--- config.mk ---
export PLATFORM = sky130hd
export DESIGN_NAME = chunked_upload_deframer_core
export DESIGN_NICKNAME = d
export VERILOG_FILES = /design/src/rtl/core/cud_pkg.sv /design/src/rtl/core/cud_obuf.sv /design/src/rtl/core/chunked_upload_deframer_core.sv
export SDC_FILE = /design/constraint.sdc
export NUM_CORES = 1
export LEC_CHECK = 0
export BUFFER_PORTS_ARGS = -buffer_cell sky130_fd_sc_hd__buf_2
export CAP_MARGIN = 40
export CORE_ASPECT_RATIO = 1.4
export CORE_MARGIN = 5
export CORE_UTILIZATION = 61
export DETAILED_ROUTE_END_ITERATION = 10
export PLACE_DENSITY_LB_ADDON = 0.3
export REMOVE_ABC_BUFFERS = 1
export SLEW_MARGIN = 25
export SYNTH_ARGS = -nofsm -noshare
export SYNTH_HDL_FRONTEND = slang
export SYNTH_SLANG_ARGS = --single-unit
--- constraint.sdc ---
create_clock -name clk -period 10.2 [get_ports clk]
set_input_delay 2.04 -clock clk [delete_from_list [all_inputs] [get_ports clk]]
set_output_delay 2.04 -clock clk [all_outputs]
set_load 0.03 [all_outputs]
--- src/rtl/core/cud_pkg.sv ---
// Shared types and constants for the chunked upload deframer.
`timescale 1ns / 1ps

package cud_pkg;

  localparam int unsigned WORD_BYTES = 16;

  typedef enum logic [1:0] {
    KIND_WORD     = 2'd0,
    KIND_NAME     = 2'd1,
    KIND_PAYLOAD  = 2'd2,
    KIND_REJECTED = 2'd3
  } cud_kind_t;

  localparam logic [7:0] CFG_MAX_CHUNK_SIZE   = 8'd0;
  localparam logic [7:0] CFG_MAX_TOTAL_CHUNKS = 8'd1;

  localparam logic [15:0] MAX_CHUNK_SIZE_RST   = 16'd8192;
  localparam logic [31:0] MAX_TOTAL_CHUNKS_RST = 32'd2000000;

  typedef struct packed {
    cud_kind_t   byte_kind;
    logic [7:0]  byte_out;
    logic        first_chunk_start;
    logic        chunk_end;
    logic        transfer_done;
    logic [31:0] chunk_index;
    logic [31:0] chunks_done;
  } cud_result_t;

endpackage

--- src/rtl/core/cud_obuf.sv ---
// Two-entry output buffer that decouples the result channel from the input side.
`timescale 1ns / 1ps

module cud_obuf
  import cud_pkg::*;
(
  input  logic        clk,
  input  logic        rst_n,
  input  logic        push,
  input  cud_result_t push_data,
  output logic        full,
  output logic        out_valid,
  input  logic        out_stall,
  output cud_result_t out_data
);

  logic [1:0]  count_r;
  logic [1:0]  count_nxt;
  cud_result_t slot0_r;
  cud_result_t slot1_r;
  logic        pop;

  assign pop       = (count_r != 2'd0) && !out_stall;
  assign full      = (count_r == 2'd2);
  assign out_valid = (count_r != 2'd0);
  assign out_data  = slot0_r;

  always_comb begin
    count_nxt = count_r;
    if (push && !pop) begin
      count_nxt = count_r + 2'd1;
    end else if (pop && !push) begin
      count_nxt = count_r - 2'd1;
    end
  end

  always_ff @(posedge clk) begin
    if (!rst_n) begin
      count_r <= 2'd0;
    end else begin
      count_r <= count_nxt;
    end
  end

  // Payload slots carry no reset.
  always_ff @(posedge clk) begin
    if (count_r == 2'd2) begin
      if (pop) begin
        slot0_r <= slot1_r;
      end
    end else if (count_r == 2'd1) begin
      if (push && pop) begin
        slot0_r <= push_data;
      end else if (push) begin
        slot1_r <= push_data;
      end
    end else begin
      if (push) begin
        slot0_r <= push_data;
      end
    end
  end

endmodule

--- src/rtl/core/chunked_upload_deframer_core.sv ---
// Top level of the chunked upload deframer: header parse, payload count, result buffer.
`timescale 1ns / 1ps

// Usage:
//   Input channel (in_valid / in_stall / in_data_byte) carries one stream byte
//   per item. Every accepted byte yields exactly one result item on the
//   output channel (out_valid / out_stall / out_* fields).
//   A chunk is a 16-byte header of four big-endian words (id, size, total,
//   type) plus NAME_BYTES name bytes, then size payload bytes. A bad header
//   is flagged with byte kind "rejected" on its last byte.
//   Configuration (cfg_valid / cfg_ready / cfg_index / cfg_data) sets the
//   chunk size and total chunk limits; write it only while the block is idle.
// Results are registered in the result buffer before they reach the output channel.
// Throughput: one byte per cycle while the result buffer is not full; the per-byte
//   work is one counter step and the limit compares, done between the input
//   handshake and the result buffer.
// Reset (rst_n low, synchronous): counters and header words clear, limits
//   return to 8192 and 2000000, the result buffer empties.
// Receiver stall: a two-entry result buffer keeps taking bytes while one
//   result waits; in_stall rises only when both entries are occupied.
module chunked_upload_deframer_core
  import cud_pkg::*;
#(
  parameter int unsigned NAME_BYTES = 64
)
(
  input  logic        clk,
  input  logic        rst_n,
  input  logic        in_valid,
  output logic        in_stall,
  input  logic [7:0]  in_data_byte,
  output logic        out_valid,
  input  logic        out_stall,
  output logic [1:0]  out_byte_kind,
  output logic [7:0]  out_byte_out,
  output logic        out_first_chunk_start,
  output logic        out_chunk_end,
  output logic        out_transfer_done,
  output logic [31:0] out_chunk_index,
  output logic [31:0] out_chunks_done,
  input  logic        cfg_valid,
  output logic        cfg_ready,
  input  logic [7:0]  cfg_index,
  input  logic [31:0] cfg_data
);

  localparam int unsigned HEADER_BYTES = WORD_BYTES + NAME_BYTES;
  localparam int unsigned CNT_W        = $clog2(HEADER_BYTES);
  localparam logic [CNT_W-1:0] LAST_POS = CNT_W'(HEADER_BYTES - 1);

  // Limits
  logic [15:0] max_chunk_size_r;
  logic [31:0] max_total_chunks_r;

  // Deframer state
  logic [CNT_W-1:0] hdr_cnt_r,    hdr_cnt_nxt;
  logic             in_payload_r, in_payload_nxt;
  logic [31:0]      id_word_r,    id_word_nxt;
  logic [31:0]      size_word_r,  size_word_nxt;
  logic [31:0]      total_word_r, total_word_nxt;
  logic [15:0]      pay_left_r,   pay_left_nxt;
  logic [31:0]      expected_r,   expected_nxt;
  logic [31:0]      received_r,   received_nxt;

  logic        accept;
  logic        buf_full;
  logic        hdr_bad;
  logic [15:0] pay_dec;
  logic [31:0] recv_inc;
  cud_result_t res;
  cud_result_t out_res;

  assign in_stall  = buf_full;
  assign accept    = in_valid && !buf_full;
  assign cfg_ready = 1'b1;

  // Configuration writes; indexes past the list are ignored.
  always_ff @(posedge clk) begin
    if (!rst_n) begin
      max_chunk_size_r   <= MAX_CHUNK_SIZE_RST;
      max_total_chunks_r <= MAX_TOTAL_CHUNKS_RST;
    end else if (cfg_valid) begin
      unique case (cfg_index)
        CFG_MAX_CHUNK_SIZE:   max_chunk_size_r   <= cfg_data[15:0];
        CFG_MAX_TOTAL_CHUNKS: max_total_chunks_r <= cfg_data;
        default: ;
      endcase
    end
  end

  // Header check uses the words as they stand once the last word byte is in;
  // name bytes never touch them.
  assign hdr_bad = (size_word_r == 32'd0) || (total_word_r == 32'd0) ||
                   (size_word_r > {16'd0, max_chunk_size_r}) ||
                   (total_word_r > max_total_chunks_r);

  assign pay_dec  = (pay_left_r != 16'd0) ? (pay_left_r - 16'd1) : 16'd0;
  assign recv_inc = received_r + 32'd1;

  always_comb begin
    hdr_cnt_nxt    = hdr_cnt_r;
    in_payload_nxt = in_payload_r;
    id_word_nxt    = id_word_r;
    size_word_nxt  = size_word_r;
    total_word_nxt = total_word_r;
    pay_left_nxt   = pay_left_r;
    expected_nxt   = expected_r;
    received_nxt   = received_r;

    res                   = '0;
    res.byte_out          = in_data_byte;
    res.byte_kind         = KIND_WORD;

    if (!in_payload_r) begin
      // Shift the byte into its header word; type word bytes are dropped.
      if (hdr_cnt_r < CNT_W'(WORD_BYTES)) begin
        res.byte_kind = KIND_WORD;
        if (hdr_cnt_r < CNT_W'(4)) begin
          id_word_nxt = {id_word_r[23:0], in_data_byte};
        end else if (hdr_cnt_r < CNT_W'(8)) begin
          size_word_nxt = {size_word_r[23:0], in_data_byte};
        end else if (hdr_cnt_r < CNT_W'(12)) begin
          total_word_nxt = {total_word_r[23:0], in_data_byte};
        end
      end else begin
        res.byte_kind = KIND_NAME;
      end

      if (hdr_cnt_r == LAST_POS) begin
        hdr_cnt_nxt = '0;
        if (hdr_bad) begin
          res.byte_kind = KIND_REJECTED;
        end else begin
          in_payload_nxt = 1'b1;
          pay_left_nxt   = size_word_r[15:0];
          if (id_word_r == 32'd0) begin
            expected_nxt          = total_word_r;
            received_nxt          = 32'd0;
            res.first_chunk_start = 1'b1;
          end
        end
      end else begin
        hdr_cnt_nxt = hdr_cnt_r + CNT_W'(1);
      end
      res.chunks_done = received_nxt;
    end else begin
      res.byte_kind = KIND_PAYLOAD;
      pay_left_nxt  = pay_dec;
      res.chunks_done = received_r;
      if (pay_dec == 16'd0) begin
        // Last payload byte: close the chunk, count it, test for completion.
        res.chunk_end   = 1'b1;
        in_payload_nxt  = 1'b0;
        hdr_cnt_nxt     = '0;
        received_nxt    = recv_inc;
        res.chunks_done = recv_inc;
        if (recv_inc >= expected_r) begin
          res.transfer_done = 1'b1;
          received_nxt      = 32'd0;
          expected_nxt      = 32'd0;
          pay_left_nxt      = 16'd0;
        end
      end
    end

    res.chunk_index = id_word_nxt;
  end

  // Advance state only on an accepted byte.
  always_ff @(posedge clk) begin
    if (!rst_n) begin
      hdr_cnt_r    <= '0;
      in_payload_r <= 1'b0;
      id_word_r    <= 32'd0;
      size_word_r  <= 32'd0;
      total_word_r <= 32'd0;
      pay_left_r   <= 16'd0;
      expected_r   <= 32'd0;
      received_r   <= 32'd0;
    end else if (accept) begin
      hdr_cnt_r    <= hdr_cnt_nxt;
      in_payload_r <= in_payload_nxt;
      id_word_r    <= id_word_nxt;
      size_word_r  <= size_word_nxt;
      total_word_r <= total_word_nxt;
      pay_left_r   <= pay_left_nxt;
      expected_r   <= expected_nxt;
      received_r   <= received_nxt;
    end
  end

  cud_obuf u_obuf (
    .clk       (clk),
    .rst_n     (rst_n),
    .push      (accept),
    .push_data (res),
    .full      (buf_full),
    .out_valid (out_valid),
    .out_stall (out_stall),
    .out_data  (out_res)
  );

  assign out_byte_kind         = out_res.byte_kind;
  assign out_byte_out          = out_res.byte_out;
  assign out_first_chunk_start = out_res.first_chunk_start;
  assign out_chunk_end         = out_res.chunk_end;
  assign out_transfer_done     = out_res.transfer_done;
  assign out_chunk_index       = out_res.chunk_index;
  assign out_chunks_done       = out_res.chunks_done;

endmodule
==> results.tsv <==
metric	value	unit
GPL Wtd Cong	0.911	
most frequent cells in the layout	nand2_1 (304), dfxtp_1 (234), edfxtp_1 (154)	
DPL Wire Length	31.6	mm
FF-to-FF setup slack	5.16	ns
final clock period utilization by the worst path	49.4	%
core area	0.0299	mm^2
Layout Area Growth over Synthesis	12.4	%
fin cells	2438	
placed insts	2364	
Vias/cell	5.97	
P_leak	8.23	nW
PortBufs	131	
Primary FF master, synth	dfxtp_1	
worst vdd ir	140	uV
Clock Latency Late Sink	0.54	ns
Die Wd	157	um
Critical Path Start	received_r[8]	
startpoint type of the worst setup path	flip-flop	
# Max-Cap Violations	0	
worst slew pin tran	0.835	ns
# DRC	0	
fin nets	2165	
cell area after synthesis	0.0185	mm^2
PwrDens	199	mW/mm^2
RSZ-0062 raised after global routing	no	
slowest CP cell	dfxtp_1	
worst hold margin	0.455	ns
CTS H-tree depth	2	
die height	216	um
Global Route Usage Sum	26.4	%
antenna violations before repair	1	
vias in the first global route	14200	
Avg Inst Size Synth	9.56	um^2
Worst Min Path Start	max_total_chunks_r[11]	
EDFF count, synth	154	
flops & latches, synth	388	
largest net degree at the start of global routing	86	
final hold violation count	0	
Syn Inst Count	1936	
Max stage delay on crit path	0.50	ns
most common cell after layout, fill and taps aside	nand2_1	
First DRT Iteration DRCs	928	
Rel. slew slack	44.3	%
clk slew on worst S/H paths	0.06	ns
share of post-route cells with drive strength above 1	17.0	%
cells along the critical path	and4_1 -> nand3_1 -> nor3_1 -> buf_2 -> nand4_1 -> and2_1 -> or2_2 -> ha_1 -> o21a_1 -> and2_1 -> a221o_1 -> a221oi_1 -> o211ai_1 -> nor2_1 -> nand2_1 -> o21ai_0	
Period minus WS final	5.04	ns
Final ANT Viol Nets	0	
CTS root buffer	clkbuf_16	
CP most frequent cell	and2_1	
final count of pins violating max slew	0	
Final setup viols	0	
Worst Clk Skew	0.0237	ns
WL/cell	18.6	um
via count of the routed design	14500	
Worst Path Arrival	5.49	ns
maximum achievable frequency	198	MHz
YS warnings	0	
clk sink count	388	
die area	0.0340	mm^2
CP Capture Type	flip-flop	
run status	completed	
Post-CTS Setup Bufs	0	
Cell Rows	75	
first-pass GRT wire length	73.3	mm
I/O pin cnt	133	
grt ovf	0	
TritonCTS clock tree	built	
Synth cell types	72	
cts repair resizes	0	
Fill cells	2295	
Critical R2R Launch	received_r[8]	
ys async rst share	0	%
Final Core Density	69.5	%
Post-CTS Hold Buffers	0	
CP Class	reg2reg	
Max FO, Critical Path	12	
initial core utilization	61.8	%
sequential share of the synthesized area	50.3	%
Critical Path RT	10.65	ns
final wirelength	45.4	mm
CTS max path bufs	3	
Hold Path Class	reg2reg	
DRT Pass-1 Iters	5	
total CTS buffers	37	
## Yosys cell counts (5+ instances only)
cell type | instances | area share [%]
a211oi_1 | 5 | 0.20
a21o_1 | 7 | 0.28
a21oi_1 | 142 | 3.8
a22o_1 | 36 | 1.7
a22oi_1 | 5 | 0.20
a31oi_1 | 16 | 0.54
and2_1 | 17 | 0.57
and3_1 | 16 | 0.54
and4_1 | 6 | 0.28
buf_1 | 7 | 0.14
clkbuf_1 | 100 | 2.0
dfxtp_1 | 234 | 25
edfxtp_1 | 154 | 25
ha_1 | 88 | 5.9
inv_1 | 110 | 2.2
mux2_2 | 89 | 5.4
mux2i_1 | 29 | 1.6
nand2_1 | 304 | 6.2
nand2b_1 | 13 | 0.44
nand3_1 | 36 | 0.97
nand3b_1 | 10 | 0.41
nand4_1 | 30 | 1.0
nor2_1 | 153 | 3.1
nor2b_1 | 13 | 0.44
nor3_1 | 53 | 1.4
nor4_1 | 38 | 1.3
o211ai_1 | 14 | 0.57
o21a_1 | 5 | 0.20
o21ai_0 | 52 | 1.4
o21ai_1 | 9 | 0.24
o2bb2ai_1 | 8 | 0.38
o31a_1 | 5 | 0.24
o31ai_1 | 14 | 0.57
or2_2 | 15 | 0.51
or3_1 | 7 | 0.24
xnor2_1 | 19 | 0.90
xor2_1 | 17 | 0.80
## sequential cells by signal, summed over array words and instances, names as in the netlist
| name | flops |
|---|---|
| u_obuf.out_data | 77 |
| u_obuf.slot1_r | 77 |
| expected_r | 32 |
| id_word_r | 32 |
| max_total_chunks_r | 32 |
| received_r | 32 |
| size_word_r | 32 |
| total_word_r | 32 |
| max_chunk_size_r | 16 |
| pay_left_r | 16 |
| hdr_cnt_r | 7 |
| u_obuf.count_r | 2 |
| in_payload_r | 1 |
## report_power, final
part | internal, mW | switching [mW] | total [mW]
logic | 0.256 | 0.568 | 0.824
clock network | 0.814 | 0.600 | 1.41
registers | 1.85 | 0.0566 | 1.91
total | 2.92 | 1.22 | 4.14
## logic make-up (layout without fill, tap and decap cells)
kind of cell               count (synthesis)  after routing  share of synthesized area (%)
AOI/OAI and AO/OA                        349            349                           12.0
muxes                                    119            119                           7.06
xor gates and xnor gates                  36             36                           1.70
adders and majority gates                 88             88                           5.95
DFF                                      388            388                           50.3
and+or+nand+nor                          731            731                           18.4
other                                      1              2                         0.0203
buffers and inverters                    224            340                           4.66
## per-layer routing
| metal | track usage [%] | share of wire (%) | wire (um) | up-vias |
|---|---|---|---|---|
| li1 | - | - | - | 7010 |
| met1 | 32.7 | 40 | 18400 | 6982 |
| met2 | 46.4 | 51 | 23100 | 460 |
| met3 | 3.59 | 5.1 | 2330 | 95 |
| met4 | 10.1 | 3.5 | 1570 | 0 |
| met5 | 0 | 0 | 0 | - |
## area by class of cell
cell class	instances	area, um^2	area share (%)
diodes	1	2.50	0.0120
clock buffers	49	1060	5.09
clock inverters	18	188	0.902
inverters	112	423	2.03
multi-input cells	1324	8390	40.3
flip-flops and latches	388	9310	44.7
well taps	385	482	2.31
repair buffers	161	961	4.62
## worst max-delay path: cells and delay by family (launching register included)
kind,cells,cell delay [ns]
AND/OR/NAND/NOR,9,2.50
AO/OA/AOI/OAI,5,1.40
flip-flops,1,0.50
adder cells (fa/ha/maj),1,0.29
buffers and inverters,1,0.24
## through the flow
step	power, mW	TNS (ns)	worst slack, ns	cell area, um^2
2_1_floorplan	2.53	-103.84	-1.02	18100
3_3_place_gp	2.72	0	4.80	19400
3_5_place_dp	2.76	0	5.27	19500
4_1_cts	4.16	0	5.21	20700
5_1_grt	4.31	0	4.84	20800
6_report	4.14	0	5.16	20800
## path summary, 6_finish.rpt
kind	endpoint	cells past startpoint
setup / recovery	received_r[0]	16
hold / removal	max_total_chunks_r[11]	2
setup reg to reg	received_r[0]	16
hold reg to reg	max_total_chunks_r[11]	2
No activity file was read; power rests on OpenSTA's default activity.
